### config.mk
export PLATFORM = sky130hd
export DESIGN_NAME = ist_cell
export DESIGN_NICKNAME = d
export VERILOG_FILES = /design/src/rtl/ist_pkg.sv /design/src/rtl/ist_cell.sv
export SDC_FILE = /design/constraint.sdc
export NUM_CORES = 1
export LEC_CHECK = 0
export ABC_AREA = 1
export BUFFER_PORTS_ARGS = -buffer_cell sky130_fd_sc_hd__clkbuf_2
export CORE_ASPECT_RATIO = 0.6
export CORE_MARGIN = 2
export CORE_UTILIZATION = 40
export CTS_BUF_LIST = sky130_fd_sc_hd__clkbuf_16
export CTS_CLUSTER_DIAMETER = 60
export DETAILED_ROUTE_END_ITERATION = 12
export PLACE_DENSITY = 0.83
export SETUP_SLACK_MARGIN = 0.1
export SLEW_MARGIN = 30
export SYNTH_ARGS = -nofsm -noshare
export SYNTH_HDL_FRONTEND = slang
export SYNTH_SLANG_ARGS = --single-unit
### constraint.sdc
create_clock -name clk -period 2.6 [get_ports clk]
set_clock_uncertainty 0.05 [all_clocks]
set_input_delay 0.52 -clock clk [delete_from_list [all_inputs] [get_ports clk]]
set_output_delay 0.52 -clock clk [all_outputs]
set_load 0.02 [all_outputs]
### src/rtl/ist_pkg.sv
`timescale 1ns / 1ps
// Shared types, opcodes and status codes for the ID set table.
package ist_pkg;

	localparam int IST_CAPACITY = 128;
	localparam int ID_W         = 32;

	typedef logic [ID_W-1:0] id_t;

	localparam logic [2:0] OP_ADD    = 3'd0;
	localparam logic [2:0] OP_DELETE = 3'd1;
	localparam logic [2:0] OP_SEARCH = 3'd2;
	localparam logic [2:0] OP_UPDATE = 3'd3;
	localparam logic [2:0] OP_READ   = 3'd4;

	localparam logic [2:0] ST_OK       = 3'd0;
	localparam logic [2:0] ST_DUP      = 3'd1;
	localparam logic [2:0] ST_NOTFOUND = 3'd2;
	localparam logic [2:0] ST_FULL     = 3'd3;
	localparam logic [2:0] ST_RANGE    = 3'd4;

	// per-cell write controls, already qualified by the request outcome
	typedef struct packed {
		logic wr_key;   // append: take the request key
		logic shift;    // delete: take the right neighbor's value
		logic wr_new;   // update: take the replacement key
	} cell_ctl_t;

endpackage

### src/rtl/ist_cell.sv
`timescale 1ns / 1ps
// One table cell: holds an ID, compares it with the broadcast key, shifts from its neighbor.
module ist_cell
	import ist_pkg::*;
(
	input  logic      clk,
	input  logic      cmp_en,
	input  id_t       cmp_key,
	input  cell_ctl_t ctl,
	input  id_t       add_key,
	input  id_t       new_key,
	input  id_t       next_value,
	output id_t       value,
	output logic      match
);

	id_t  value_q;
	logic match_q;

	always_ff @(posedge clk) begin
		if (cmp_en) begin
			match_q <= (value_q == cmp_key);
		end
		if (ctl.wr_key) begin
			value_q <= add_key;
		end else if (ctl.shift) begin
			value_q <= next_value;
		end else if (ctl.wr_new) begin
			value_q <= new_key;
		end
	end

	assign value = value_q;
	assign match = match_q;

endmodule

==> results of run 1 <==
-- registers in the layout (all words and copies together) (netlist names) --
signal  flops
match       1
value      32
-- report_power, final --
part | switching, W | internal, W
clock network | 0.000196 | 0.000341
registers | 0.0000472 | 0.000660
logic | 0.000271 | 0.000192
-- synth_stat cells, drive strengths merged --
library cell / instances / area share (%)
edfxtp: 33 / 42
nor2: 76 / 12
a21oi: 64 / 15
nand2: 108 / 17
buf: 14 / 4.4
xor2: 3 / 1.1
inv: 49 / 7.8
-- per-stage QoR --
stage | util [%] | cells
3_5_place_dp | 57.0 | 583
5_1_grt | 59.3 | 589
2_1_floorplan | - | 347
3_3_place_gp | 57.0 | 583
6_report | 59.3 | 589
4_1_cts | 59.3 | 589
-- worst max path at each step --
stage                     startpoint                  end  slack (ps)  cells after the start
final                         ctl[1]  value[12]$_DFFE_PP_        1000                      4
after global routing          ctl[1]   value[5]$_DFFE_PP_         880                      4
after CTS                     ctl[1]   value[6]$_DFFE_PP_        1020                      4
after detailed placement      ctl[1]   value[6]$_DFFE_PP_         740                      4
after global placement        ctl[1]   value[0]$_DFFE_PP_         820                      4
after floorplan               ctl[2]   value[0]$_DFFE_PP_         600                      4
-- area by class of cell --
| cell class | instances | share of cell area, % |
|---|---|---|
| inverter | 49 | 5.51 |
| clock inverter | 1 | 0.150 |
| tap | 80 | 3.00 |
| timing repair buffer | 170 | 25.9 |
| multi-input combinational | 251 | 32.0 |
| clock buffer | 5 | 3.75 |
| sequential | 33 | 29.7 |
-- per-layer routing --
| layer | up-vias | wire [um] |
|---|---|---|
| met5 | - | 0 |
| li1 | 1401 | - |
| met1 | 1214 | 2980 |
| met3 | 2 | 747 |
| met4 | 0 | 27 |
| met2 | 126 | 3310 |
-- cell families after synthesis --
kind of cell,count (synthesis),share of synthesized area [%]
simple gates,184,29.5
xor+xnor,3,1.12
compound gates,64,14.9
buf+inv,63,12.2
flops,33,42.3
==> flow_summary.json, run 1 <==
{
  "met2_usage_pct": 39.0,
  "drv_slew": 0,
  "synth_nets": 480,
  "arrival_ps": 1680,
  "ys_ff_latch": 33,
  "fin_nets": 643,
  "irDropWorstVdd_mv": 0.341,
  "cts_sinks": 33,
  "max_stage_delay_ps": 530,
  "post-dp-hpwl_um": 5670,
  "p_per_area_nw_per_um2": 512,
  "critPathBufInv": 2,
  "cts_tree": "built",
  "grt_pass1_vias": 2537,
  "cp_top_family": "buffers and inverters",
  "pin_count": 166,
  "finalPower_w": 0.00171,
  "ys_warn_count": 0,
  "whs_ps": 406,
  "dieArea_um2": 6510,
  "htreeDepth": 2,
  "crit_path_end_kind": "flip-flop",
  "syn_area_um2": 2340,
  "drv_cap": 0,
  "final_area_um2": 3340,
  "slowest_stage": "inv_2",
  "critPathRequiredTime_ps": 2680,
  "antenna_found_initial": 0,
  "worst_hold_path.num_cells": 1,
  "finalHoldViolCount": 0,
  "path_max_fanout": 32,
  "grt_start_max_net_pins": 33,
  "tightest_slew_ps": 582,
  "setup_ws_ps": 998,
  "antenna_cells": 0,
  "dpl_cell_area_um2": 3210,
  "r2r_end": "match$_DFFE_PP_",
  "setup_viol": 0,
  "seq_area_frac_synth_pct": 42.3,
  "crit_chain": "clkbuf_2 > inv_2 > nand2_1 > a21oi_2",
  "layout_commonest_cell": "clkbuf_2",
  "avgSynthCellArea_um2": 6.76,
  "register_area_um2": 991,
  "fin_crit_ps": 1600,
  "cts_buffer_depth": 2,
  "reg2reg_from": "value[20]$_DFFE_PP_",
  "hp-start": "cmp_en",
  "rows": 21,
  "drtIter0Drc": 124,
  "critPathKind": "in2reg",
  "cts_setup_buffers": 0,
  "p_leak_nw": 1.92,
  "dp_slack_ps": 745,
  "viasPerCell": 4.66,
  "hold_buffers": 0,
  "n_fill_cell": 563,
  "vias": 2743,
  "r2r_cells": 7,
  "core_area_um2": 5620,
  "totalWireLength_um": 7060,
  "drt_pre_antenna_iters": 4,
  "area_delta_synth_final_pct": 42.3,
  "use_met3_pct": 6.10,
  "most-common-layout-cells": "clkbuf_2, nand2_1, nor2_1, a21oi_1, inv_1",
  "drtAntennaViolNets": 0,
  "top_usage_layer": "met2",
  "drive_gt1_share_pct": 36.5,
  "cts_buffers": 5,
  "rsz0062_at_grt": "no",
  "grt_overflow": 0,
  "io_buffer_count": 165,
  "hold_path_class": "in2reg",
  "critPathLaunchType": "input port",
  "dieWidth_um": 103,
  "r2r_slack_ps": 1320,
  "relSlewSlack_pct": 61.1,
  "clock.fmax_ghz": 0.624,
  "drc_errors": 0,
  "start_util_pct": 41.7,
  "whs_endpoint": "match$_DFFE_PP_",
  "post_drt_wl_per_cell_um": 12.0,
  "finalCritPeriodShare_pct": 61.6,
  "grt_pass1_wl_um": 11100,
  "synth.distinct_cells": 11,
  "fin_setup_tns_ps": 0,
  "clkLatencyLatePin_ps": 270,
  "multi_input_area_um2": 1070,
  "syn_inst": 347,
  "clkSlewWorstSetupHoldPaths_ps": 50,
  "status": "finished, final reports clean",
  "grtUsageTotal_pct": 21.9,
  "clockRootBuffer": "clkbuf_16",
  "gp_congestion": 0.825,
  "die_height_um": 63.3,
  "use_met1_pct": 27.0,
  "cts_resized": 0
}
(Power assumes the default switching activity.)
==> inputs of run 2 (changes only) <==
Settings changed: CORE_UTILIZATION 40 to 38, PLACE_DENSITY 0.83 to 0.82.
Clock period 2.6 ns to 1.3 ns, I/O delays scaled along.
==> run 2 against run 1 <==
Critical path depth grew 4; largest power group unchanged; combinational power increased by 120%; flip-flop and latch count is the same; sequential share of layout area is 1.3 points lower; highest routed layer unchanged; final area up 4.5%; first-iteration DRC count increased by 35%; register-to-register slack worse by 1200 ps; sequential power rose by 99%; critical path type is now reg2reg; clock power increased by 100%; count of clock-buffer cells in the layout stayed put; die area is 5.0% higher; non-clock buffer count grew 3.
==> flow_summary.json, run 2 (synthesis gave the netlist of run 1 again) <==
{
  "status": "finished, final reports clean",
  "dp_slack_ps": 68.8,
  "core_area_um2": 6030,
  "clkSlewWorstSetupHoldPaths_ps": 50,
  "layout_commonest_cell": "clkbuf_2",
  "drtAntennaViolNets": 0,
  "grt_pass1_wl_um": 11600,
  "finalCritPeriodShare_pct": 93.8,
  "swShare_pct": 30.5,
  "largest_register_ffs": 32,
  "grt_pass1_vias": 2628,
  "p_per_area_nw_per_um2": 1010,
  "rsz0062_at_grt": "yes",
  "cts_buffers": 5,
  "grtUsageTotal_pct": 21.3,
  "antenna_cells": 0,
  "whs_endpoint": "match$_DFFE_PP_",
  "fin_nets": 646,
  "start_util_pct": 38.9,
  "post_drt_wl_per_cell_um": 12.4,
  "io_buffer_count": 165,
  "power_frac_clock_pct": 30.9,
  "finalHoldViolCount": 0,
  "hold_buffers": 0,
  "vias": 2766,
  "hp-start": "cmp_en",
  "critPathBufInv": 1,
  "grt_start_max_net_pins": 33,
  "htreeDepth": 2,
  "path_common_cell": "nor2_1",
  "critPathKind": "reg2reg",
  "final_area_um2": 3490,
  "clockRootBuffer": "clkbuf_16",
  "max_stage_delay_ps": 410,
  "cts_setup_buffers": 0,
  "viasPerCell": 4.63,
  "worst_hold_path.num_cells": 1,
  "reg2reg_from": "value[19]$_DFFE_PP_",
  "relSlewSlack_pct": 82.5,
  "crit_chain": "nand2_1 > inv_1 > nor2_1 > nor2_1 > nand2_1 > nor2_1 > nand2_1 > nor2_1",
  "arrival_ps": 1200,
  "die_height_um": 64.8,
  "fin_crit_ps": 1220,
  "drive_gt1_share_pct": 37.6,
  "r2r_slack_ps": 80,
  "p_seq_share_pct": 40.2,
  "drtIter0Drc": 168,
  "placed_cells": 590,
  "pwr-share-comb_pct": 28.9,
  "setup_viol": 0,
  "rows": 22,
  "pin_count": 166,
  "p_leak_nw": 1.97,
  "fin_setup_tns_ps": 0,
  "clkLatencyLatePin_ps": 270,
  "clock.fmax_ghz": 0.820,
  "slowest_stage": "edfxtp_1",
  "intPower_w": 0.00244,
  "irDropWorstVdd_mv": 0.672,
  "area_delta_synth_final_pct": 48.7,
  "grt_overflow": 0,
  "dieWidth_um": 105,
  "antenna_found_initial": 0,
  "most-common-layout-cells": "clkbuf_2, nand2_1, nor2_1, a21oi_1, inv_1",
  "drc_errors": 0,
  "p_sw_w": 0.00107,
  "post-dp-hpwl_um": 6070,
  "gp_congestion": 0.819,
  "cts_buffer_depth": 2,
  "r2r_cells": 8,
  "critPathLaunchType": "flip-flop",
  "r2r_end": "match$_DFFE_PP_",
  "critPathRequiredTime_ps": 1280,
  "setup_ws_ps": 80.8,
  "drv_slew": 0,
  "hold_path_class": "in2reg",
  "cp_top_family": "simple AND/OR/NAND/NOR gates",
  "drt_pre_antenna_iters": 4,
  "final_cells": 597,
  "drv_cap": 0,
  "path_max_fanout": 3,
  "cts_tree": "built",
  "cts_sinks": 33,
  "dpl_cell_area_um2": 3310,
  "tightest_slew_ps": 263,
  "dieArea_um2": 6840,
  "crit_path_end_kind": "flip-flop",
  "totalWireLength_um": 7400
}
-- run 2: changes by cell type in the layout (fill, tap and decap cells not counted), moves of 2 or more --
cell / change
buf_12: +4
buf_4: +2
buf_2: +6
nor2_1: -4
nor2_2: +3
buf_6: +5
clkbuf_2: -14
-- run 2: power by group through the flow --
stage	sequential (W)	clock (W)	combinational, W
floorplan	0.00157	0	0.000397
global placement	0.00142	0	0.000951
detailed placement	0.00143	0	0.000982
CTS	0.00141	0.00112	0.000990
global route	0.00143	0.00115	0.00112
finish	0.00141	0.00108	0.00102
-- run 2: routing by layer --
metal / up-vias / share of wire, % / track usage (%)
met5: - / 0 / 0
met2: 125 / 48 / 39.3
met1: 1225 / 42 / 25.7
met4: 0 / 0.16 / 2.17
met3: 2 / 9.2 / 6.24
li1: 1414 / - / -
-- run 2: cell type report --
class,count,area (um^2)
repair buffers,173,975
multi-input cells,251,1100
flip-flops and latches,33,991
clock inverters,2,7.51
clock buffers,5,125
well taps,84,105
inverters,49,184
fillers,591,2540
-- run 2: worst max-delay path by stage --
stage                         from         endpoint  cells after the start  slack [ps]
2_1_floorplan  value[18]$_DFFE_PP_  match$_DFFE_PP_                      8         100
3_3_place_gp   value[15]$_DFFE_PP_  match$_DFFE_PP_                      7          90
3_5_place_dp   value[15]$_DFFE_PP_  match$_DFFE_PP_                      7          70
4_1_cts         value[5]$_DFFE_PP_  match$_DFFE_PP_                      7          80
5_1_grt         value[5]$_DFFE_PP_  match$_DFFE_PP_                      7          -5
6_report       value[19]$_DFFE_PP_  match$_DFFE_PP_                      8          80
-- run 2: worst reg2reg max path: cells and delay by family, from the launching register on --
family	cells	cell delay, ps
buffers and inverters	1	40
DFF	1	410
and+or+nand+nor	7	480
-- run 2: repair_timing --
action / CTS / global route
resized for setup: 2 / 29
gates cloned: 0 / 0
setup endpoints to repair: 1 / 16
pin swaps: 7 / 4
-- run 2: stage by stage --
step | total power, W | utilization (%) | hold WS (ps)
global route | 0.00370 | 57.8 | 154
global placement | 0.00237 | 54.9 | 434
detailed placement | 0.00241 | 54.9 | 437
floorplan | 0.00197 | - | 322
CTS | 0.00352 | 57.1 | 158
finish | 0.00351 | 57.8 | 165
