[src/rtl/ist_resolve.sv]
`timescale 1ns / 1ps
// Match resolution: first match, at-or-after-last-match mask and any-match via log-depth prefix ORs.
module ist_resolve #(
	parameter int N = 128
) (
	input  logic [N-1:0] hit,
	output logic [N-1:0] first,
	output logic [N-1:0] ge_last,
	output logic         any
);

	localparam int L = (N > 1) ? $clog2(N) : 1;

	logic [N-1:0] pre [0:L];
	logic [N-1:0] suf [0:L];

	assign pre[0] = hit;
	assign suf[0] = hit;

	for (genvar k = 0; k < L; k++) begin : g_lvl
		for (genvar i = 0; i < N; i++) begin : g_bit
			if (i >= (1 << k)) begin : g_lo
				assign pre[k+1][i] = pre[k][i] | pre[k][i-(1<<k)];
			end else begin : g_lo0
				assign pre[k+1][i] = pre[k][i];
			end
			if (i + (1 << k) < N) begin : g_hi
				assign suf[k+1][i] = suf[k][i] | suf[k][i+(1<<k)];
			end else begin : g_hi0
				assign suf[k+1][i] = suf[k][i];
			end
		end
	end

	for (genvar i = 0; i < N; i++) begin : g_out
		if (i == 0) begin : g_first0
			assign first[i] = hit[i];
		end else begin : g_first
			assign first[i] = hit[i] & ~pre[L][i-1];
		end
		if (i == N - 1) begin : g_last0
			assign ge_last[i] = 1'b1;
		end else begin : g_last
			assign ge_last[i] = ~suf[L][i+1];
		end
	end

	assign any = pre[L][N-1];

endmodule
[config.mk]
export PLATFORM = sky130hd
export DESIGN_NAME = ist_resolve
export DESIGN_NICKNAME = d
export VERILOG_FILES = /design/src/rtl/ist_resolve.sv
export SDC_FILE = /design/constraint.sdc
export NUM_CORES = 1
export LEC_CHECK = 0
export BUFFER_PORTS_ARGS = -buffer_cell sky130_fd_sc_hd__buf_2
export CAP_MARGIN = 10
export CORE_AREA = 2 2 150 152
export DETAILED_ROUTE_END_ITERATION = 12
export DIE_AREA = 0 0 152 154
export MAX_ROUTING_LAYER = met4
export PLACE_DENSITY_LB_ADDON = 0.08
export SETUP_SLACK_MARGIN = 0.4
export SYNTH_ARGS = -nofsm -noshare
export SYNTH_HDL_FRONTEND = slang
export SYNTH_SLANG_ARGS = --single-unit
[constraint.sdc]
create_clock -name vclk -period 2.85
set_input_delay 0.1425 -clock vclk [all_inputs]
set_output_delay 0.1425 -clock vclk [all_outputs]
set_load 0.03 [all_outputs]
==> results of run 1 <==
-- worst max-delay path, stage by stage --
cell                      delay [ns]
sky130_fd_sc_hd__buf_2          0.15
sky130_fd_sc_hd__nor4_4         0.38
sky130_fd_sc_hd__buf_4          0.22
sky130_fd_sc_hd__nand4_1        0.10
sky130_fd_sc_hd__or4_4          0.56
sky130_fd_sc_hd__or3_4          0.42
sky130_fd_sc_hd__nor4_4         0.17
sky130_fd_sc_hd__buf_4          0.20
-- what timing repair did --
action | in CTS | in global routing
pin swaps | 14 | 21
resized for setup | 58 | 139
buffers inserted | 8 | 16
gates cloned | 0 | 0
endpoints found under the setup margin | 80 | 107
-- area by class of cell --
| type | count | area (sq um) |
|---|---|---|
| multi-input cells | 692 | 4979 |
| fillers | 2464 | 12770 |
| diodes | 3 | 7.507 |
| well taps | 280 | 350.3 |
| inverters | 55 | 206.4 |
| repair buffers | 553 | 3371 |
-- power breakdown --
part	switching, mW	total (mW)	internal [mW]
Clock	0	0.0000000945	0.0000000944
Sequential	0	0	0
Combinational	0.352	0.523	0.172
Total	0.352	0.523	0.172
-- cell families (layout without fill, tap and decap cells) --
family                 count (synthesis)  count (layout)
and+or+nand+nor                      691             691
buffers and inverters                 69             608
other                                  1               4
-- cell usage in the layout (no fill, tap or decap), drive strengths merged --
cell	count
or4b	2
nand4	41
nor4b	6
inv	55
nor3b	5
nand2	69
and4	29
clkbuf	12
nand4b	2
nand3	43
nor4bb	2
or2	9
diode	3
conb	1
or3	14
and4b	2
or4	28
nor2b	5
and3	67
nor2	115
nor4	123
buf	541
nand3b	2
nand2b	8
and2	45
nor3	74
-- worst paths after layout --
| kind | startpoint | endpoint | depth (start not counted) |
|---|---|---|---|
| hold / removal | hit[125] | ge_last[124] | 3 |
| setup / recovery | hit[81] | ge_last[3] | 8 |
-- per-layer routing --
metal  vias to the layer above  track usage, %  share of wire, %
li1                       4028               -                 -
met1                      4359           44.05                43
met2                       533           52.51                45
met3                        66           5.045               8.0
met4                         0           10.59               3.4
met5                         -               -                 0
-- per-stage QoR --
step / util (%) / setup WS [ns] / instance area [sq um] / hold WS (ns)
floorplan: - / 0.2243 / 4641 / 0.3233
global placement: 36.60 / 0.06475 / 7939 / 0.6005
detailed placement: 36.60 / 0.1268 / 7939 / 0.6001
CTS: 38.12 / 0.2840 / 8268 / 0.6014
global route: 41.10 / 0.3037 / 8914 / 0.6089
finish: 41.10 / 0.3552 / 8914 / 0.6010
==> impl_metrics.py, run 1 <==
metrics = {
    "timing": {
        "final_period_utilization_pct": 87.54,
        "tightest_pin_transition_ns": 0.6574,
        "max-slew-margin-rel_pct": 55.77,
        "maxClockFrequency_ghz": 0.4008,
        "tns_ns": 0,
        "timing_hold_violations_final": 0,
        "grt_setup_unrepaired": "yes",
        "min_period_ns": 2.495,
        "maxSlewViolCount": 0,
        "setup_viol": 0,
    },
    "synth": {
        "yosys.cell_count.top_type": "sky130_fd_sc_hd__nor2_1",
        "yosys.area.top_type_share_pct": 14.41,
        "synth.yosys.seq_area_share_pct": 0,
        "ys_top_cells_by_area": "sky130_fd_sc_hd__nor4_1 14%, sky130_fd_sc_hd__nor2_1 9.8%, sky130_fd_sc_hd__and3_1 9.6%",
        "synth_common_cells": "114 x sky130_fd_sc_hd__nor2_1, 101 x sky130_fd_sc_hd__nor4_1, 69 x sky130_fd_sc_hd__nand2_1",
        "distinct_cell_type_count_of_the_synthesized_netlist": 35,
        "syn-num-nets": 889,
        "synthesis.instances": 761,
        "netlist.top_cell.by_area": "sky130_fd_sc_hd__nor4_1",
        "synth_simple_gate_area_share_pct": 93.78,
        "synth_compound_gate_area_share_pct": 0,
        "synth_mux_area_share_pct": 0,
        "synth-xor-area-share_pct": 0,
        "yosysWarnings": 0,
        "synth_adder_area_share_pct": 0,
        "synth_area_sq_mm": 0.004385,
        "avgSynthCellArea_sq_um": 5.763,
        "dominant_combinational_cell_family_by_area_after_synthesis": "simple AND/OR/NAND/NOR gates",
    },
    "drt": {
        "detailed_route_via_count": 8986,
        "detailedRoute.firstIterationViolations": 754,
        "routed_wire_length_per_instance_um": 25.75,
        "final_antenna_net_count": 0,
        "remaining_drc_errors": 0,
        "drt_pre_antenna_iters": 6,
        "vias_per_cell": 5.677,
        "finalWirelength_um": 40760,
    },
    "cells_and_area": {
        "n_sequential_cell": 0,
        "regArea_sq_um": 0,
        "layout.cells.non_filler": 1583,
        "num-clock-buffers": 0,
        "post_route_cells_drive_above_1_share_pct": 55.38,
        "layout.nets": 1430,
        "synthToLayoutAreaGrowth_pct": 103.3,
    },
    "worst_setup_path": {
        "critPathArrivalTime_ns": 2.35,
        "cp-start-kind": "input pin",
        "kind_of_end_point_of_the_critical_path": "output pin",
        "path_max_fanout": 6,
        "critPathRequiredTime_ns": 2.71,
        "worstSetupPathType": "in2out",
    },
    "die": {
        "dieWidth_um": 152,
        "area_inside_the_core_boundary_sq_mm": 0.02169,
        "core.rowCount": 54,
        "fp.dieArea_sq_mm": 0.02341,
        "initial_utilization_pct": 20.22,
        "design.portCount": 385,
        "die_h_um": 154,
    },
    "global_route": {
        "vias_in_the_first_global_route": 8602,
        "grt_overflow_total": 0,
        "global_route_wire_length_before_repair_um": 57950,
        "maximum_number_of_pins_on_one_net_before_global_route_repair": 10,
        "gr-usage-all-layers_pct": 33.40,
        "grt_antenna_before_repair": 3,
    },
    "placed_design": {
        "place.detailed.hpwl_um": 35530,
        "finalWeightedCongestion": 1.018,
        "dp.cells": 1556,
        "io_buffer_count": 384,
    },
    "power": {
        "worst_ir_drop_vdd_mv": 0.04184,
        "cellPowerDensity_mw_per_mm2": 58.70,
        "power.leakage_nw": 4.559,
        "total_power_uw": 523.2,
    },
    "clock_network": {
        "post_cts_hold_buffer_count": 0,
    },
    "job": {
        "maxCapViolations": 0,
    },
    "run_status": {
        "run_status": "complete, no violations",
    },
    "worst_hold_path": {
        "worst_hold_path_type": "in2out",
    },
}
(Power assumes the default switching activity.)
==> inputs of run 2 (changes only) <==
--- a/config.mk
+++ b/config.mk
@@ -12,6 +12,7 @@
 export DIE_AREA = 0 0 152 154
 export MAX_ROUTING_LAYER = met4
 export PLACE_DENSITY_LB_ADDON = 0.08
+export REMOVE_ABC_BUFFERS = 1
 export SETUP_SLACK_MARGIN = 0.4
 export SYNTH_ARGS = -nofsm -noshare
 export SYNTH_HDL_FRONTEND = slang
==> run 2 against run 1 <==
Effect of this change: utilization down 0.20 points; first-iteration DRC count is 8.9% higher; maximum frequency down 1.7%; non-clock buffer count grew 9; critical path type unchanged.
==> impl_metrics.py, run 2 (synthesis results as in run 1) <==
metrics = {
    "cells_and_area": {
        "layout.nets": 1439,
        "fill_cells": 2487,
        "n_sequential_cell": 0,
        "synthToLayoutAreaGrowth_pct": 102.3,
        "num-clock-buffers": 0,
        "regArea_sq_um": 0,
        "layout_commonest_cell": "sky130_fd_sc_hd__buf_2",
        "most-common-layout-cells": "331 x sky130_fd_sc_hd__buf_2, 204 x sky130_fd_sc_hd__buf_4, 106 x sky130_fd_sc_hd__nor2_1, 69 x sky130_fd_sc_hd__nor4_1, 67 x sky130_fd_sc_hd__nand2_1",
        "post_route_cells_drive_above_1_share_pct": 53.63,
        "final_design_area_no_fill_sq_mm": 0.008870,
    },
    "timing": {
        "grt_setup_unrepaired": "yes",
        "min_period_ns": 2.539,
        "setup_viol": 0,
        "timing_hold_violations_final": 0,
        "maxClockFrequency_ghz": 0.3939,
        "final_period_utilization_pct": 89.08,
        "maxSlewViolCount": 0,
        "tightest_pin_transition_ns": 0.6585,
        "max-slew-margin-rel_pct": 55.70,
    },
    "drt": {
        "remaining_drc_errors": 0,
        "drt_pre_antenna_iters": 5,
        "finalWirelength_um": 41230,
        "routed_wire_length_per_instance_um": 25.93,
        "vias_per_cell": 5.628,
        "final_antenna_net_count": 0,
        "detailed_route_via_count": 8949,
        "detailedRoute.firstIterationViolations": 821,
    },
    "die": {
        "core.rowCount": 54,
        "fp.dieArea_sq_mm": 0.02341,
        "die_h_um": 154,
        "design.portCount": 385,
        "dieWidth_um": 152,
        "initial_utilization_pct": 20.22,
        "area_inside_the_core_boundary_sq_mm": 0.02169,
    },
    "worst_setup_path": {
        "critPathRequiredTime_ns": 2.71,
        "critical_path_buf_inv_count": 4,
        "path_max_fanout": 7,
        "worstSetupPathType": "in2out",
        "worst_path_max_delay_cell": "sky130_fd_sc_hd__or4_4",
        "critical_path_cell_count": 9,
        "kind_of_end_point_of_the_critical_path": "output pin",
        "cp_common_cell": "sky130_fd_sc_hd__buf_4",
        "cp-start-kind": "input pin",
        "critical_path.cell_chain": "buf_4 -> nor3_2 -> buf_4 -> buf_4 -> nand4_1 -> or4_4 -> or3_4 -> nor4_4 -> buf_4",
        "critical-path-top-delay-family": "simple AND/OR/NAND/NOR gates",
        "worst_path_largest_cell_delay_ns": 0.48,
        "critPathArrivalTime_ns": 2.40,
    },
    "power": {
        "power.leakage_nw": 4.544,
        "worst_ir_drop_vdd_mv": 0.04338,
        "cellPowerDensity_mw_per_mm2": 61.50,
        "total_power_uw": 545.5,
    },
    "worst_hold_path": {
        "hold-path-cell-count": 3,
        "worst_hold_path_type": "in2out",
    },
    "job": {
        "maxCapViolations": 0,
    },
    "global_route": {
        "global_route_wire_length_before_repair_um": 58370,
        "grtUsageMet3_pct": 7.018,
        "globalRouteMet2Util_pct": 52.17,
        "maximum_number_of_pins_on_one_net_before_global_route_repair": 11,
        "gr-usage-all-layers_pct": 33.67,
        "grt_antenna_before_repair": 1,
        "grt_max_usage_layer": "met2",
        "vias_in_the_first_global_route": 8750,
        "grt.met1_usage_pct": 43.51,
        "grt_overflow_total": 0,
    },
    "placed_design": {
        "placed_cell_area_sq_mm": 0.007609,
        "place.detailed.hpwl_um": 35600,
        "finalWeightedCongestion": 0.9766,
        "io_buffer_count": 384,
    },
    "run_status": {
        "run_status": "complete, no violations",
    },
}
[run 2: cell types whose count changed in the layout (fill, tap and decap cells not counted), moves of 5 or more]
| cell | previous run | this run |
|---|---|---|
| sky130_fd_sc_hd__nor2_1 | 101 | 106 |
| sky130_fd_sc_hd__nor2_2 | 13 | 7 |
| sky130_fd_sc_hd__nor4_2 | 36 | 31 |
| sky130_fd_sc_hd__clkbuf_4 | 12 | 4 |
| sky130_fd_sc_hd__buf_2 | 342 | 331 |
| sky130_fd_sc_hd__nor3_2 | 21 | 12 |
| sky130_fd_sc_hd__nor3_1 | 43 | 54 |
| sky130_fd_sc_hd__buf_4 | 180 | 204 |
| sky130_fd_sc_hd__nor4_1 | 62 | 69 |
[run 2: cell type report]
type	count	area (sq um)	area share, %
Antenna cell	1	2.502	0.02821
Inverter	55	209.0	2.356
Multi-Input combinational cell	692	4818	54.32
Tap cell	280	350.3	3.950
Timing Repair Buffer	562	3490	39.34
[run 2: report_power, final]
group | total, mW | switching, mW | internal (mW)
clock | 0.0000000469 | 0 | 0.0000000469
sequential | 0 | 0 | 0
combinational | 0.546 | 0.360 | 0.186
[run 2: worst paths after layout]
path | startpoint | endpoint | slack (ns)
setup / recovery | hit[89] | ge_last[3] | 0.31
hold / removal | hit[63] | ge_last[47] | 0.59
[run 2: tightest hold or removal path: stages]
cell                     delay, ns
sky130_fd_sc_hd__buf_6        0.10
sky130_fd_sc_hd__nor4_2       0.05
sky130_fd_sc_hd__buf_4        0.16
[run 2: repair_timing]
item | in CTS | in global routing
hold buffers | 0 | 0
setup buffers | 16 | 27
pin swaps | 17 | 41
setup endpoints to repair | 80 | 103
resized for setup | 76 | 156
[run 2: routing by layer]
layer	part of all wire, %	routed length, um
met1	42	17380
met4	4.0	1649
met2	45	18500
met3	9.0	3701
met5	0	0
[run 2: per-stage QoR]
step	TNS [ns]	std cells	setup WS, ns	hold slack (ns)	util (%)
6_report	0	1590	0.3113	0.5939	40.90
5_1_grt	0	1590	0.2898	0.5997	40.90
4_1_cts	0	1562	0.3537	0.6050	37.31
3_5_place_dp	-0.02324	1546	-0.01599	0.6009	35.08
3_3_place_gp	0	1546	0.03008	0.6055	35.08
2_1_floorplan	-3.018	747	-0.5803	0.2850	-
==> inputs of run 3 (changes only) <==
--- a/config.mk
+++ b/config.mk
@@ -11,7 +11,7 @@
 export DETAILED_ROUTE_END_ITERATION = 12
 export DIE_AREA = 0 0 152 154
 export MAX_ROUTING_LAYER = met4
-export PLACE_DENSITY_LB_ADDON = 0.08
+export PLACE_DENSITY = 0.6
 export REMOVE_ABC_BUFFERS = 1
 export SETUP_SLACK_MARGIN = 0.4
 export SYNTH_ARGS = -nofsm -noshare
==> constraint.sdc (replaced) <==
create_clock -name vclk -period 2.2
set_input_delay 0.11 -clock vclk [all_inputs]
set_output_delay 0.11 -clock vclk [all_outputs]
set_load 0.03 [all_outputs]
==> run 3 against run 2 <==
Effect of this change: the flow now finishes with violations (setup timing); flip-flop and latch count unchanged; critical endpoint is now first[112]; utilization rose by 37 points; power grew 140%; clock-buffer cell count unchanged; first-iteration DRC count increased by 67%; sequential share of layout area unchanged; critical path type unchanged; worst hold slack lost 0.070 ns; cell count rose by 29%; die area stayed put; wire length grew 30%; combinational power increased by 130%; critical path depth down 1.
==> impl_metrics.py, run 3 (synthesis results as in run 1) <==
metrics = {
    "global_route": {
        "grt_antenna_before_repair": 5,
        "global_route_wire_length_before_repair_um": 70560,
        "grt_overflow_total": 0,
        "maximum_number_of_pins_on_one_net_before_global_route_repair": 8,
        "vias_in_the_first_global_route": 11185,
        "gr-usage-all-layers_pct": 40.02,
    },
    "timing": {
        "layout_setup_ws_ns": -0.1594,
        "tightest_pin_transition_ns": 0.7157,
        "final_period_utilization_pct": 107.2,
        "max-slew-margin-rel_pct": 51.85,
        "setup_viol": 64,
        "final.hold.worst_slack_ns": 0.5236,
        "timing_hold_violations_final": 0,
        "maxSlewViolCount": 0,
        "grt_setup_unrepaired": "yes",
        "maxClockFrequency_ghz": 0.4238,
        "min_period_ns": 2.359,
    },
    "worst_hold_path": {
        "worst_hold_path_type": "in2out",
    },
    "die": {
        "dieWidth_um": 152,
        "area_inside_the_core_boundary_sq_mm": 0.02169,
        "fp.dieArea_sq_mm": 0.02341,
        "initial_utilization_pct": 20.22,
        "design.portCount": 385,
        "die_h_um": 154,
        "core.rowCount": 54,
    },
    "placed_design": {
        "placed_cell_area_sq_mm": 0.01002,
        "io_buffer_count": 384,
        "place.detailed.hpwl_um": 38840,
        "finalWeightedCongestion": 1.044,
    },
    "drt": {
        "routed_wire_length_per_instance_um": 26.14,
        "drt_pre_antenna_iters": 6,
        "finalWirelength_um": 53550,
        "final_antenna_net_count": 0,
        "remaining_drc_errors": 0,
        "detailedRoute.firstIterationViolations": 1369,
        "vias_per_cell": 5.898,
        "detailed_route_via_count": 12084,
    },
    "worst_setup_path": {
        "worst_path_max_delay_cell": "sky130_fd_sc_hd__or4b_4",
        "critical_path.cell_chain": "buf_6 -> or4_4 -> or4b_4 -> nand3b_1 -> nor3_1 -> buf_4 -> and3_4 -> buf_6",
        "worstSetupPathType": "in2out",
        "cp-start-kind": "input pin",
        "critPathRequiredTime_ns": 2.09,
        "worst_path_largest_cell_delay_ns": 0.57,
        "cp_common_cell": "sky130_fd_sc_hd__buf_6",
        "critical_path_buf_inv_count": 3,
        "kind_of_end_point_of_the_critical_path": "output pin",
        "critical-path-top-delay-family": "simple AND/OR/NAND/NOR gates",
        "path_max_fanout": 2,
        "critPathArrivalTime_ns": 2.25,
    },
    "cells_and_area": {
        "post_route_cells_drive_above_1_share_pct": 83.22,
        "fill_cells": 1365,
        "final_design_area_no_fill_sq_mm": 0.01683,
        "synthToLayoutAreaGrowth_pct": 283.8,
        "most-common-layout-cells": "474 x sky130_fd_sc_hd__buf_4, 388 x sky130_fd_sc_hd__buf_6, 116 x sky130_fd_sc_hd__buf_2, 77 x sky130_fd_sc_hd__nor4_4, 56 x sky130_fd_sc_hd__nor2_1",
        "layout.nets": 1894,
        "layout_commonest_cell": "sky130_fd_sc_hd__buf_4",
        "regArea_sq_um": 0,
        "n_sequential_cell": 0,
        "num-clock-buffers": 0,
    },
    "power": {
        "intPower_uw": 585.9,
        "worst_ir_drop_vdd_mv": 0.06641,
        "cellPowerDensity_mw_per_mm2": 76.18,
        "sequentialPowerShare_pct": 0,
        "power_switching_uw": 696.2,
        "p_sw_share_pct": 54.30,
        "comb_power_share_pct": 100.0,
        "clkPwrFrac_pct": 0,
        "power.leakage_nw": 8.124,
    },
    "run_status": {
        "violations": "setup timing",
        "run_status": "finished, violations left",
    },
    "job": {
        "maxCapViolations": 0,
    },
    "clock_network": {
        "post_cts_hold_buffer_count": 0,
    },
}
==> run 3: cell types whose count changed in the layout (fill, tap and decap cells not counted), moves of 25 or more <==
cell	change
sky130_fd_sc_hd__and2_1	-29
sky130_fd_sc_hd__and2_4	+30
sky130_fd_sc_hd__and3_1	-40
sky130_fd_sc_hd__and3_4	+40
sky130_fd_sc_hd__buf_2	-215
sky130_fd_sc_hd__buf_4	+270
sky130_fd_sc_hd__buf_6	+367
sky130_fd_sc_hd__nand2_1	-25
sky130_fd_sc_hd__nand3_1	-26
sky130_fd_sc_hd__nor2_1	-50
sky130_fd_sc_hd__nor2_4	+47
sky130_fd_sc_hd__nor3_1	-35
sky130_fd_sc_hd__nor4_1	-46
sky130_fd_sc_hd__nor4_4	+54
==> run 3: final cells by class <==
class	count	area, sq um	share of cell area (%)
repair buffers	1017	9106	54.11
multi-input cells	692	7137	42.41
well taps	280	350.3	2.082
inverters	55	224.0	1.331
diodes	5	12.51	0.07434
==> run 3: routing by layer <==
metal	share of wire [%]	track usage, %	vias to the layer above
li1	-	-	4962
met1	37	52.12	5853
met2	46	63.60	1019
met3	11	6.313	250
met4	5.8	12.64	0
met5	0	-	-
==> run 3: power by group through the flow <==
stage	Combinational, mW	Clock (mW)	Sequential [mW]
finish	1.28	0.000000304	0
floorplan	0.140	0	0
global placement	0.833	0	0
CTS	1.09	0	0
detailed placement	0.829	0	0
global route	1.31	0.000000304	0
==> run 3: path summary, 6_finish.rpt <==
path                  startpoint  cells past startpoint            to  slack [ns]
worst min-delay path    hit[116]                      3  ge_last[115]        0.52
worst max-delay path     hit[27]                      8    first[112]       -0.16
==> run 3: stage by stage <==
step | util (%) | setup WS (ns) | total power, mW | instances | setup TNS [ns]
6_report | 77.60 | -0.1594 | 1.282 | 2049 | -4.033
4_1_cts | 66.44 | -0.1555 | 1.092 | 1970 | -2.178
3_5_place_dp | 46.19 | -0.4708 | 0.8291 | 1862 | -21.51
5_1_grt | 77.60 | -0.1910 | 1.308 | 2049 | -7.437
3_3_place_gp | 46.19 | -0.5250 | 0.8333 | 1862 | -22.85
2_1_floorplan | - | -1.165 | 0.1396 | 747 | -31.34
==> run 3: what timing repair did <==
action	4_1_cts	5_1_grt
setup endpoints to repair	212	223
gates resized for setup	871	504
pin swaps	174	167
buffers inserted	108	74
